[src/hw/rtl/sfr_pkg.sv]
// Types and constants of the frame receiver: beat layouts, frame geometry and register map.
// Used by the top level and by its checker; depends on nothing else.
`timescale 1ns / 1ps

package sfr_pkg;

    typedef struct packed {
        logic       cmd;
        logic [7:0] rx_byte;
        logic       rx_error;
    } t_in_beat;

    typedef struct packed {
        logic [4:0]  channel_index;
        logic [10:0] channel_value;
        logic        failsafe;
        logic        last;
    } t_out_beat;

    localparam logic       CMD_BYTE = 1'b0;
    localparam logic       CMD_TICK = 1'b1;

    localparam logic [7:0] SYNC_VALUE = 8'h0F;

    // Frame slots: 0 is the header, 1..22 carry channel bits, 23 the flags, 24 the trailer.
    localparam logic [4:0] SLOT_HEADER     = 5'd0;
    localparam logic [4:0] SLOT_FIRST_DATA = 5'd1;
    localparam logic [4:0] SLOT_LAST_DATA  = 5'd22;
    localparam logic [4:0] SLOT_FLAGS      = 5'd23;
    localparam logic [4:0] SLOT_TRAILER    = 5'd24;
    localparam int         STORE_DEPTH     = 22;

    localparam int         FLAG_DIG0 = 0;
    localparam int         FLAG_DIG1 = 1;
    localparam int         FLAG_LOSS = 2;
    localparam int         FLAG_FS   = 3;

    localparam logic [4:0] CHAN_DIG0 = 5'd16;
    localparam logic [4:0] CHAN_DIG1 = 5'd17;

    localparam logic [7:0] MS_MAX = 8'd255;

    // Register map, indexed by paddr[3:2].
    localparam logic [1:0] REG_SYNC_GAP     = 2'd0;
    localparam logic [1:0] REG_FAILSAFE     = 2'd1;
    localparam logic [1:0] REG_DIGITAL_LOW  = 2'd2;
    localparam logic [1:0] REG_DIGITAL_HIGH = 2'd3;

    localparam logic [7:0]  RST_SYNC_GAP     = 8'd3;
    localparam logic [7:0]  RST_FAILSAFE     = 8'd100;
    localparam logic [10:0] RST_DIGITAL_LOW  = 11'd172;
    localparam logic [10:0] RST_DIGITAL_HIGH = 11'd1812;

endpackage

[src/hw/rtl/sbus_frame_receiver_top.sv]
// Frame receiver top level: byte intake, frame store memory and channel report engine.
// Depends on sfr_pkg for the beat structs, frame geometry and register map.
`timescale 1ns / 1ps

// The block takes one beat per cycle on the input channel: either a received UART
// byte with its error flag, or a one millisecond tick. Bytes are gathered into
// 25-byte frames after a sync byte that follows a quiet gap longer than the sync_gap_ms
// register. Every completed frame with a good header produces a report of 18 output
// beats: channels 0 to 15 unpacked eleven bits at a time from the stored payload, then
// the two digital channels, with last set on channel 17. A completion that comes when
// the millisecond count has reached the failsafe limit register reports the stored
// frame with failsafe set and drops sync. The payload bytes live in a 22-entry
// synchronous memory; a report reads it one entry at a time (read, then merge into a
// bit accumulator), and it waits while a new channel meets a stalled output. During a
// report the input channel stalls byte beats so the store cannot change under the
// reader; tick beats are still taken every cycle. Outside a report every beat is taken
// in the cycle it is offered, and a finished output beat waits in its own register
// without holding up the input.
// There is no clearing pass after reset: each memory entry has a valid bit and reads as
// zero until first written. The APB port holds four registers at byte addresses 0, 4,
// 8 and 12; writes are to be made while no report is running.
module sbus_frame_receiver_top (
    input  logic               i_clk,
    input  logic               i_rst_n,

    input  logic               i_in_valid,
    output logic               o_in_stall,
    input  sfr_pkg::t_in_beat  i_in_data,

    output logic               o_out_valid,
    input  logic               i_out_stall,
    output sfr_pkg::t_out_beat o_out_data,

    input  logic               psel,
    input  logic               penable,
    input  logic               pwrite,
    input  logic [3:0]         paddr,
    input  logic [31:0]        pwdata,
    output logic [31:0]        prdata,
    output logic               pready
);

    // Report engine states.
    localparam logic [2:0] S_IDLE  = 3'd0;
    localparam logic [2:0] S_READ  = 3'd1;
    localparam logic [2:0] S_MERGE = 3'd2;
    localparam logic [2:0] S_DIG0  = 3'd3;
    localparam logic [2:0] S_DIG1  = 3'd4;

    // Configuration registers.
    logic [7:0]  r_sync_gap;
    logic [7:0]  r_fs_limit;
    logic [10:0] r_dig_low;
    logic [10:0] r_dig_high;

    // Receiver state. The header slot is kept only as "holds the sync value",
    // the flag slot as a register, and the trailer is never read so it is not kept.
    logic        r_in_sync,   n_in_sync;
    logic [4:0]  r_pos,       n_pos;
    logic [7:0]  r_ms,        n_ms;
    logic        r_head_ok,   n_head_ok;
    logic [7:0]  r_flags,     n_flags;

    // Payload store for slots 1..22, with a valid bit per entry.
    logic [7:0]  r_store [0:sfr_pkg::STORE_DEPTH-1];
    logic [sfr_pkg::STORE_DEPTH-1:0] r_store_vld;
    logic [7:0]  r_rd_data;
    logic        r_rd_vld;

    // Report engine.
    logic [2:0]  r_state,     n_state;
    logic [4:0]  r_rd_ptr,    n_rd_ptr;
    logic [17:0] r_acc,       n_acc;
    logic [3:0]  r_acc_cnt,   n_acc_cnt;
    logic [4:0]  r_ch,        n_ch;
    logic        r_timeout,   n_timeout;

    // Output register.
    logic                r_out_valid, n_out_valid;
    sfr_pkg::t_out_beat  r_out,       n_out;

    logic        busy;
    logic        in_fire;
    logic        is_byte;
    logic [4:0]  eff_pos;
    logic        head_now;
    logic        completion;
    logic        timed_out;
    logic        start_report;
    logic        wr_en;
    logic [4:0]  wr_idx;
    logic        rd_en;
    logic        out_free;
    logic        fs_flag;
    logic [7:0]  merge_byte;
    logic [17:0] merged;
    logic [4:0]  cnt_sum;
    logic        cfg_wr;

    assign busy       = (r_state != S_IDLE);
    assign o_in_stall = busy && (i_in_data.cmd == sfr_pkg::CMD_BYTE);
    assign in_fire    = i_in_valid && !o_in_stall;
    assign is_byte    = (i_in_data.cmd == sfr_pkg::CMD_BYTE) && !i_in_data.rx_error;

    // While hunting every byte lands in the header slot.
    assign eff_pos    = r_in_sync ? r_pos : sfr_pkg::SLOT_HEADER;
    assign head_now   = (eff_pos == sfr_pkg::SLOT_HEADER)
                        ? (i_in_data.rx_byte == sfr_pkg::SYNC_VALUE) : r_head_ok;
    assign completion = !r_in_sync || (eff_pos == sfr_pkg::SLOT_TRAILER);
    assign timed_out  = (r_ms >= r_fs_limit);

    assign wr_en  = in_fire && is_byte
                    && (eff_pos >= sfr_pkg::SLOT_FIRST_DATA)
                    && (eff_pos <= sfr_pkg::SLOT_LAST_DATA);
    assign wr_idx = eff_pos - sfr_pkg::SLOT_FIRST_DATA;

    // Intake of one beat: tick counter, error handling, slot writes, frame completion.
    always_comb begin
        n_in_sync    = r_in_sync;
        n_pos        = r_pos;
        n_ms         = r_ms;
        n_head_ok    = r_head_ok;
        n_flags      = r_flags;
        start_report = 1'b0;
        n_timeout    = r_timeout;

        if (in_fire) begin
            if (i_in_data.cmd == sfr_pkg::CMD_TICK) begin
                if (r_ms != sfr_pkg::MS_MAX) begin
                    n_ms = r_ms + 8'd1;
                end
            end else if (i_in_data.rx_error) begin
                n_in_sync = 1'b0;
                n_head_ok = 1'b0;
                n_pos     = sfr_pkg::SLOT_HEADER;
            end else begin
                if (eff_pos == sfr_pkg::SLOT_HEADER) begin
                    n_head_ok = head_now;
                end
                if (eff_pos == sfr_pkg::SLOT_FLAGS) begin
                    n_flags = i_in_data.rx_byte;
                end

                if (!completion) begin
                    n_pos = eff_pos + 5'd1;
                end else begin
                    n_ms = 8'd0;
                    if (timed_out) begin
                        // Late frame: report what is stored, flagged, and hunt again.
                        start_report = 1'b1;
                        n_timeout    = 1'b1;
                        n_in_sync    = 1'b0;
                        n_head_ok    = 1'b0;
                        n_pos        = sfr_pkg::SLOT_HEADER;
                    end else if (r_in_sync && head_now) begin
                        start_report = 1'b1;
                        n_timeout    = 1'b0;
                        n_head_ok    = 1'b0;
                        n_pos        = sfr_pkg::SLOT_HEADER;
                    end else if (!r_in_sync && (r_ms > r_sync_gap) && head_now) begin
                        n_in_sync = 1'b1;
                        n_pos     = sfr_pkg::SLOT_FIRST_DATA;
                    end else begin
                        n_in_sync = 1'b0;
                        n_head_ok = 1'b0;
                        n_pos     = sfr_pkg::SLOT_HEADER;
                    end
                end
            end
        end
    end

    // Report engine: walk the payload entries, merge each byte into the bit
    // accumulator and hand out one channel whenever eleven bits are present, then the two digital channels.
    assign out_free   = !r_out_valid || !i_out_stall;
    assign fs_flag    = r_timeout || r_flags[sfr_pkg::FLAG_LOSS] || r_flags[sfr_pkg::FLAG_FS];
    assign merge_byte = r_rd_vld ? r_rd_data : 8'd0;
    assign merged     = r_acc | ({10'd0, merge_byte} << r_acc_cnt);
    assign cnt_sum    = {1'b0, r_acc_cnt} + 5'd8;
    assign rd_en      = (r_state == S_READ);

    always_comb begin
        n_state     = r_state;
        n_rd_ptr    = r_rd_ptr;
        n_acc       = r_acc;
        n_acc_cnt   = r_acc_cnt;
        n_ch        = r_ch;
        n_out_valid = r_out_valid && i_out_stall;
        n_out       = r_out;

        unique case (r_state)
            S_IDLE: begin
                if (start_report) begin
                    n_state   = S_READ;
                    n_rd_ptr  = 5'd0;
                    n_acc     = 18'd0;
                    n_acc_cnt = 4'd0;
                    n_ch      = 5'd0;
                end
            end
            S_READ: begin
                n_state = S_MERGE;
            end
            S_MERGE: begin
                if (cnt_sum >= 5'd11) begin
                    if (out_free) begin
                        n_out_valid               = 1'b1;
                        n_out.channel_index       = r_ch;
                        n_out.channel_value       = merged[10:0];
                        n_out.failsafe            = fs_flag;
                        n_out.last                = 1'b0;
                        n_acc                     = merged >> 11;
                        n_acc_cnt                 = 4'(cnt_sum - 5'd11);
                        n_ch                      = r_ch + 5'd1;
                        n_rd_ptr                  = r_rd_ptr + 5'd1;
                        n_state = (r_rd_ptr == 5'(sfr_pkg::STORE_DEPTH - 1)) ? S_DIG0 : S_READ;
                    end
                end else begin
                    n_acc     = merged;
                    n_acc_cnt = cnt_sum[3:0];
                    n_rd_ptr  = r_rd_ptr + 5'd1;
                    n_state   = S_READ;
                end
            end
            S_DIG0: begin
                if (out_free) begin
                    n_out_valid         = 1'b1;
                    n_out.channel_index = sfr_pkg::CHAN_DIG0;
                    n_out.channel_value = r_flags[sfr_pkg::FLAG_DIG0] ? r_dig_high : r_dig_low;
                    n_out.failsafe      = fs_flag;
                    n_out.last          = 1'b0;
                    n_state             = S_DIG1;
                end
            end
            S_DIG1: begin
                if (out_free) begin
                    n_out_valid         = 1'b1;
                    n_out.channel_index = sfr_pkg::CHAN_DIG1;
                    n_out.channel_value = r_flags[sfr_pkg::FLAG_DIG1] ? r_dig_high : r_dig_low;
                    n_out.failsafe      = fs_flag;
                    n_out.last          = 1'b1;
                    n_state             = S_IDLE;
                end
            end
            default: begin
                n_state = S_IDLE;
            end
        endcase
    end

    // Control state.
    always_ff @(posedge i_clk) begin
        if (!i_rst_n) begin
            r_in_sync   <= 1'b0;
            r_pos       <= sfr_pkg::SLOT_HEADER;
            r_ms        <= 8'd0;
            r_head_ok   <= 1'b0;
            r_flags     <= 8'd0;
            r_store_vld <= '0;
            r_state     <= S_IDLE;
            r_rd_ptr    <= 5'd0;
            r_acc_cnt   <= 4'd0;
            r_ch        <= 5'd0;
            r_timeout   <= 1'b0;
            r_out_valid <= 1'b0;
        end else begin
            r_in_sync   <= n_in_sync;
            r_pos       <= n_pos;
            r_ms        <= n_ms;
            r_head_ok   <= n_head_ok;
            r_flags     <= n_flags;
            if (wr_en) begin
                r_store_vld[wr_idx] <= 1'b1;
            end
            r_state     <= n_state;
            r_rd_ptr    <= n_rd_ptr;
            r_acc_cnt   <= n_acc_cnt;
            r_ch        <= n_ch;
            r_timeout   <= n_timeout;
            r_out_valid <= n_out_valid;
        end
    end

    // Payload registers.
    always_ff @(posedge i_clk) begin
        r_acc <= n_acc;
        r_out <= n_out;
    end

    // Frame store memory: one write port from the intake, one registered read port
    // for the report engine. Byte beats stall during a report, so the two never meet.
    always_ff @(posedge i_clk) begin
        if (wr_en) begin
            r_store[wr_idx] <= i_in_data.rx_byte;
        end
        if (rd_en) begin
            r_rd_data <= r_store[r_rd_ptr];
            r_rd_vld  <= r_store_vld[r_rd_ptr];
        end
    end

    // Configuration port.
    assign pready = 1'b1;
    assign cfg_wr = psel && penable && pwrite && pready;

    always_ff @(posedge i_clk) begin
        if (!i_rst_n) begin
            r_sync_gap <= sfr_pkg::RST_SYNC_GAP;
            r_fs_limit <= sfr_pkg::RST_FAILSAFE;
            r_dig_low  <= sfr_pkg::RST_DIGITAL_LOW;
            r_dig_high <= sfr_pkg::RST_DIGITAL_HIGH;
        end else if (cfg_wr) begin
            unique case (paddr[3:2])
                sfr_pkg::REG_SYNC_GAP:     r_sync_gap <= pwdata[7:0];
                sfr_pkg::REG_FAILSAFE:     r_fs_limit <= pwdata[7:0];
                sfr_pkg::REG_DIGITAL_LOW:  r_dig_low  <= pwdata[10:0];
                sfr_pkg::REG_DIGITAL_HIGH: r_dig_high <= pwdata[10:0];
                default: begin
                end
            endcase
        end
    end

    always_comb begin
        unique case (paddr[3:2])
            sfr_pkg::REG_SYNC_GAP:     prdata = {24'd0, r_sync_gap};
            sfr_pkg::REG_FAILSAFE:     prdata = {24'd0, r_fs_limit};
            sfr_pkg::REG_DIGITAL_LOW:  prdata = {21'd0, r_dig_low};
            sfr_pkg::REG_DIGITAL_HIGH: prdata = {21'd0, r_dig_high};
            default:                   prdata = 32'd0;
        endcase
    end

    assign o_out_valid = r_out_valid;
    assign o_out_data  = r_out;

endmodule

[config.mk]
export PLATFORM = sky130hd
export DESIGN_NAME = sbus_frame_receiver_top
export DESIGN_NICKNAME = d
export VERILOG_FILES = /design/src/hw/rtl/sfr_pkg.sv /design/src/hw/rtl/sbus_frame_receiver_top.sv
export SDC_FILE = /design/constraint.sdc
export NUM_CORES = 1
export LEC_CHECK = 0
export CORE_UTILIZATION = 65
export DETAILED_ROUTE_END_ITERATION = 8
export DONT_BUFFER_PORTS = 1
export GPL_ROUTABILITY_DRIVEN = 0
export HOLD_SLACK_MARGIN = 0.08
export PLACE_DENSITY = 0.79
export SETUP_SLACK_MARGIN = 0.05
export SYNTH_ARGS = -nofsm -noshare
export SYNTH_HDL_FRONTEND = slang
export SYNTH_SLANG_ARGS = --single-unit
export TNS_END_PERCENT = 10
[constraint.sdc]
create_clock -name i_clk -period 7.3 [get_ports i_clk]
set_clock_uncertainty 0.2 [all_clocks]
set_input_delay 1.095 -clock i_clk [delete_from_list [all_inputs] [get_ports i_clk]]
set_output_delay 1.095 -clock i_clk [all_outputs]
set_load 0.03 [all_outputs]
==> reports/metrics.csv, run 1 <==
metric,value,unit
firstDrtPassIters,5,
multi_input_comb_area,5180,µm²
maxSlewViolCount,0,
drt-total-wl,30900,µm
mostFrequentLayoutCells,"edfxtp_1 (221), nor2_1 (96), dfxtp_1 (96), nand2_1 (95), mux4_2 (64)",
max_freq,238,MHz
die_x,150,µm
drc,0,
grt_remaining_overflow,0,
fin_setup_tns,0,ns
stdcell_count,1363,
die-area,22400,µm²
syn_area_per_cell,13.1,µm²
initial_utilization,66.9,%
yosys_warnings,0,
io_buffers,0,
numClockSinks,319,
viasPerCell,6.52,
grt_pass1_wl,48300,µm
yosys.cell_types.count,72,
core_area,21200,µm²
insertion_delay,0.57,ns
ys_ff_latch,319,
mostFrequentLayoutCell,edfxtp_1,
top_usage_layer,met2,
rows,53,
num_antenna_cells,0,
yosysTopAreaCell,edfxtp_1,
antenna_left,0,
num-nets-final,1144,
cellPowerDensity,233,nW/µm²
maxCapViolations,0,
grt_pass1_vias,8741,
clk_root_buffer_cell,clkbuf_16,
cts_resized,0,
seq_area,8600,µm²
cts_tree,yes,
nFillCells,1348,
synthFlopType,edfxtp_1,
use_met2,49.0,%
worstPathRequired,7.54,ns
async_flop_share,0,%
synth-edff-count,221,
dp_cells,1305,
cts_buffers,31,
yosys.area.top_type_share,46.7,%
cp.arrival,4.44,ns
hold_class,reg -> reg,
grt_util_all_layers,28.3,%
hold_slack,0.257,ns
synth_seq_area_share,60.5,%
end_kind,flip-flop,
status,completed,
cp_max_fo,26,
min_period,4.21,ns
tightestPinTransition,1.14,ns
cts_setup_buffers,0,
pre_cts_ws,3.18,ns
crit_path_start_kind,flip-flop,
drt_iter0_markers,653,
vias,8885,
slew_headroom,24.1,%
cts_buffer_depth,3,
use_met1,37.0,%
boundaryPins,106,
setup_violations,0,
cts.clk_slew.worst_paths,0.06,ns
fin_ws,3.09,ns
dp_hpwl,19700,µm
grt_use_met3,4.36,%
grt_setup_unrepaired,false,
antenna_found_initial,0,
die_h,150,µm
critical_path_class,reg -> reg,
cellLeakagePower,0.00502,µW
postCtsHoldBufs,0,
cts_htree_levels,1,
synth_area_leaders,"edfxtp_1 (47%), dfxtp_1 (14%), mux4_2 (10%)",
max-vdd-ir-drop,0.000291,V
syn-cell-area,14200,µm²
grt_max_degree,51,
area_growth,7.59,%
drive_above_1_share,13.5,%
finalHoldViolations,0,
syn_inst,1084,
wl_per_cell,22.6,µm
finalCritPeriodShare,57.6,%
[layout make-up]
type / instances / share of cell area [%]
Multi-Input combinational cell: 678 / 33.9
Clock buffer: 38 / 5.25
Sequential cell: 319 / 56.3
Tap cell: 275 / 2.25
Clock inverter: 20 / 1.31
Inverter: 26 / 0.639
Timing Repair Buffer: 7 / 0.344
[sequential cells by signal (all words and copies together) (netlist names), 11 cells and up]
name / count
r_store_vld: 22
o_out_data: 18
r_store: 176
r_dig_low: 11
r_acc: 18
r_dig_high: 11
[synth_stat cells (3+ instances only)]
master     count
nor4b_1        3
mux2i_1       40
nor3_1         6
buf_4         24
o21ai_0       48
nor2b_1        9
o211ai_1       3
ha_1          28
nand2_2        4
a21oi_1       49
and2_1         8
a221oi_1       4
buf_1          5
buf_2          5
a22oi_1       10
nor4_1         4
nand3b_1       5
or3_1          8
or2_2          3
mux2_2         4
edfxtp_1     221
nand3_1       40
nand2_1       95
a21boi_0       4
clkbuf_1      45
o21a_1        26
nor3b_1        6
a2111oi_0      3
nand4_1        7
nor2_1        96
o22ai_1        3
a31oi_1       11
o31ai_1        7
inv_1         25
dfxtp_1       98
and3_1         7
mux4_2        64
xor2_1         3
a211oi_1       8
[cell families (layout without fill, tap and decap cells)]
group	Yosys count	after routing	share of synthesized area, %
flops	319	319	60.5
xor+xnor	5	5	0.308
compound gates	201	201	9.34
simple gates	314	314	10.4
buf+inv	107	91	3.61
mux	108	108	13.3
other cells	2	22	0.0529
fa+ha+maj	28	28	2.47
[routing by layer]
layer / vias up / share of wire [%]
met2: 430 / 51
met5: - / 0
met3: 54 / 7.8
li1: 4020 / -
met1: 4381 / 39
met4: 0 / 2.4
[metrics by stage]
stage          area [µm²]  util (%)  power, µW
2_1_floorplan       14300         -       2040
3_3_place_gp        14300      67.3       2030
3_5_place_dp        14300      67.3       2030
4_1_cts             15300      72.0       3580
5_1_grt             15300      72.0       3650
6_report            15300      72.0       3570
[final timing paths]
kind                                       from              end  slack [ns]  depth (start not counted)
worst min-delay path            r_store_vld[11]  r_store_vld[11]        0.26                          1
worst max register to register     r_acc_cnt[1]      r_rd_ptr[0]        3.09                          7
worst min register to register  r_store_vld[11]  r_store_vld[11]        0.26                          1
worst max-delay path               r_acc_cnt[1]      r_rd_ptr[0]        3.09                          7
[power breakdown]
| group | switching [µW] | internal [µW] | leakage (µW) |
|---|---|---|---|
| clock | 684 | 894 | 0.000494 |
| sequential | 3.15 | 1930 | 0.00279 |
| combinational | 41.6 | 15.6 | 0.00174 |
| total | 729 | 2840 | 0.00502 |
[critical path, stage by stage, from the launching register on]
cell       delay, ns
dfxtp_1         0.55
ha_1            0.37
a2111oi_2       1.00
o21ai_1         0.41
o21a_1          0.21
o21ba_1         0.97
mux2_2          0.32
nor2_1          0.05
Power figures use the tool's default switching activity.
==> inputs of run 2 (changes only) <==
--- a/config.mk
+++ b/config.mk
@@ -5,12 +5,12 @@
 export SDC_FILE = /design/constraint.sdc
 export NUM_CORES = 1
 export LEC_CHECK = 0
-export CORE_UTILIZATION = 65
+export CORE_UTILIZATION = 64
 export DETAILED_ROUTE_END_ITERATION = 8
 export DONT_BUFFER_PORTS = 1
 export GPL_ROUTABILITY_DRIVEN = 0
 export HOLD_SLACK_MARGIN = 0.08
-export PLACE_DENSITY = 0.79
+export PLACE_DENSITY = 0.78
 export SETUP_SLACK_MARGIN = 0.05
 export SYNTH_ARGS = -nofsm -noshare
 export SYNTH_HDL_FRONTEND = slang
==> constraint.sdc (replaced) <==
create_clock -name i_clk -period 3.96 [get_ports i_clk]
set_clock_uncertainty 0.2 [all_clocks]
set_input_delay 0.594 -clock i_clk [delete_from_list [all_inputs] [get_ports i_clk]]
set_output_delay 0.594 -clock i_clk [all_outputs]
set_load 0.03 [all_outputs]
==> run 2 against run 1 <==
Sequential power increased by 84%; largest cell class unchanged; critical path depth is the same; power increased by 86%; die area grew 1.5%; first-iteration DRC count grew 19%; global-route usage rose by 1.1 points; maximum frequency grew 25%; final area increased by 3.2%; combinational power grew to 3.0 times the previous value.
==> reports/metrics.csv, run 2 (synthesis results as in run 1) <==
metric,value,unit,change
initial_utilization,65.1,%,-1.8 points
antenna_found_initial,1,,+1
grt_max_degree,49,,-3.9%
min_path_cells,4,,+3
firstDrtPassIters,5,,unchanged
top_register,r_store,,
tightestPinTransition,1.08,ns,-0.0571 ns
max-vdd-ir-drop,0.000356,V,+22%
maxCapViolations,0,,unchanged
largest_reg_flops,176,,unchanged
max_freq,298,MHz,+25%
end_kind,flip-flop,,
slowest_delay,0.73,ns,-0.27 ns
boundaryPins,106,,unchanged
clk_root_buffer_cell,clkbuf_16,,
drt-total-wl,33000,µm,+7.0%
top_regs,"r_store x176, r_store_vld x22",,
grt_pass1_vias,8756,,+0.17%
p_int,5270,µW,+85%
grt_util_all_layers,29.4,%,+1.1 points
worstPathRequired,4.03,ns,-3.51 ns
antenna_left,0,,unchanged
die_x,151,µm,+0.77%
status,completed,,
cts_tree,yes,,
cp.arrival,3.43,ns,-1.01 ns
crit_path_start_kind,flip-flop,,
cts_buffer_depth,3,,unchanged
mostFrequentLayoutCell,edfxtp_1,,
drive_above_1_share,15.4,%,+1.9 points
cellPowerDensity,422,nW/µm²,+81%
finalHoldViolations,0,,unchanged
wl_per_cell,23.2,µm,+2.5%
pre_cts_ws,0.665,ns,-2.52 ns
cts_resized,0,,unchanged
dp_hpwl,20100,µm,+2.0%
switching_share,20.8,%,+0.37 points
grt_pass1_wl,49500,µm,+2.6%
fin_setup_tns,0,ns,unchanged
numClockSinks,319,,unchanged
p_sw,1380,µW,+90%
power,6650,µW,+86%
maxSlewViolCount,0,,unchanged
fin_ws,0.599,ns,-2.49 ns
io_buffers,0,,unchanged
finalCritPeriodShare,84.9,%,+27 points
slew_headroom,27.5,%,+3.4 points
cts.clk_slew.worst_paths,0.07,ns,about the same
drc,0,,unchanged
mostFrequentLayoutCells,"edfxtp_1 (221), nor2_1 (96), dfxtp_1 (96), nand2_1 (95), mux4_2 (64)",,
cp_max_fo,19,,-27%
die_h,151,µm,+0.77%
pwr-share-seq,53.6,%,-0.6 points
grt_setup_unrepaired,false,,
setup_violations,0,,unchanged
die-area,22800,µm²,+1.5%
vias,9155,,+3.0%
reg2reg_depth,7,,unchanged
rrSetupSlack,0.60,ns,-2.49 ns
cellLeakagePower,0.00527,µW,+4.9%
crit_slowest_cell,o21ba_1,,
nFillCells,1381,,+2.4%
crit_chain,nand2_1 > ha_1 > nor4b_1 > nand4_1 > nand3_1 > o21ba_1 > buf_4,,
drt_iter0_markers,776,,+19%
rows,54,,+1.9%
p_clk_share,43.9,%,-0.3 points
viasPerCell,6.43,,-1.3%
hold_class,in -> reg,,
critical_path_class,reg -> reg,,
cts_htree_levels,1,,unchanged
core_area,21800,µm²,+2.8%
cts_buffers,30,,-3.2%
combPwrFrac,2.6,%,+1.0 points
min_period,3.36,ns,-0.848 ns
num-nets-final,1194,,+4.4%
area_growth,11.0,%,
grt_remaining_overflow,0,,unchanged
insertion_delay,0.56,ns,about the same
==> run 2: cell type report <==
cell class,instances,area [µm²],area share [%]
clock inverters,21,231,1.47
multi-input cells,678,5180,32.9
repair buffers,58,518,3.29
inverters,26,97.6,0.619
clock buffers,35,769,4.88
flip-flops and latches,319,8600,54.6
well taps,280,350,2.22
diodes,6,15.0,0.0952
==> run 2: through the flow <==
step | hold WS (ns) | cells | instance area (µm²) | utilization, %
2_1_floorplan | 0.225 | 1104 | 14300 | -
3_3_place_gp | 0.242 | 1337 | 14500 | 66.4
3_5_place_dp | 0.250 | 1337 | 14500 | 66.4
4_1_cts | 0.0862 | 1417 | 15800 | 72.2
5_1_grt | 0.132 | 1418 | 15800 | 72.2
6_report | 0.0997 | 1423 | 15800 | 72.3
==> run 2: worst max-delay path, delay by kind of cell (launching register included) <==
kind	cells	cell delay (ns)
AOI/OAI and AO/OA	1	0.73
buffers and inverters	1	0.31
adders and majority gates	1	0.22
DFF	1	0.42
and+or+nand+nor	4	1.19
==> run 2: worst paths after layout <==
check | start | end
worst min register to register | r_store_vld[20] | r_store_vld[20]
worst max-delay path | r_in_sync | r_acc[0]
worst min-delay path | i_in_data[9] | r_ms[1]
worst max register to register | r_in_sync | r_acc[0]
==> run 2: power by group through the flow <==
stage / sequential [µW] / combinational (µW) / clock, µW
after CTS: 3560 / 169 / 2940
after global placement: 3630 / 103 / 0
after detailed placement: 3630 / 105 / 0
after floorplan: 3630 / 123 / 0
final: 3560 / 170 / 2920
after global routing: 3560 / 181 / 3080
==> run 2: routing by layer <==
| layer | global-route usage [%] | wire [µm] | vias to the layer above | share of wire [%] |
|---|---|---|---|---|
| li1 | - | - | 4126 | - |
| met1 | 38.1 | 12600 | 4501 | 38 |
| met2 | 48.9 | 16200 | 454 | 49 |
| met3 | 5.60 | 2930 | 74 | 8.9 |
| met4 | 11.9 | 1250 | 0 | 3.8 |
| met5 | 0 | 0 | - | 0 |
==> run 2: what timing repair did <==
| item | 4_1_cts | 5_1_grt |
|---|---|---|
| hold endpoints to repair | 253 | 0 |
| hold buffers | 24 | 0 |
| setup buffers | 0 | 0 |
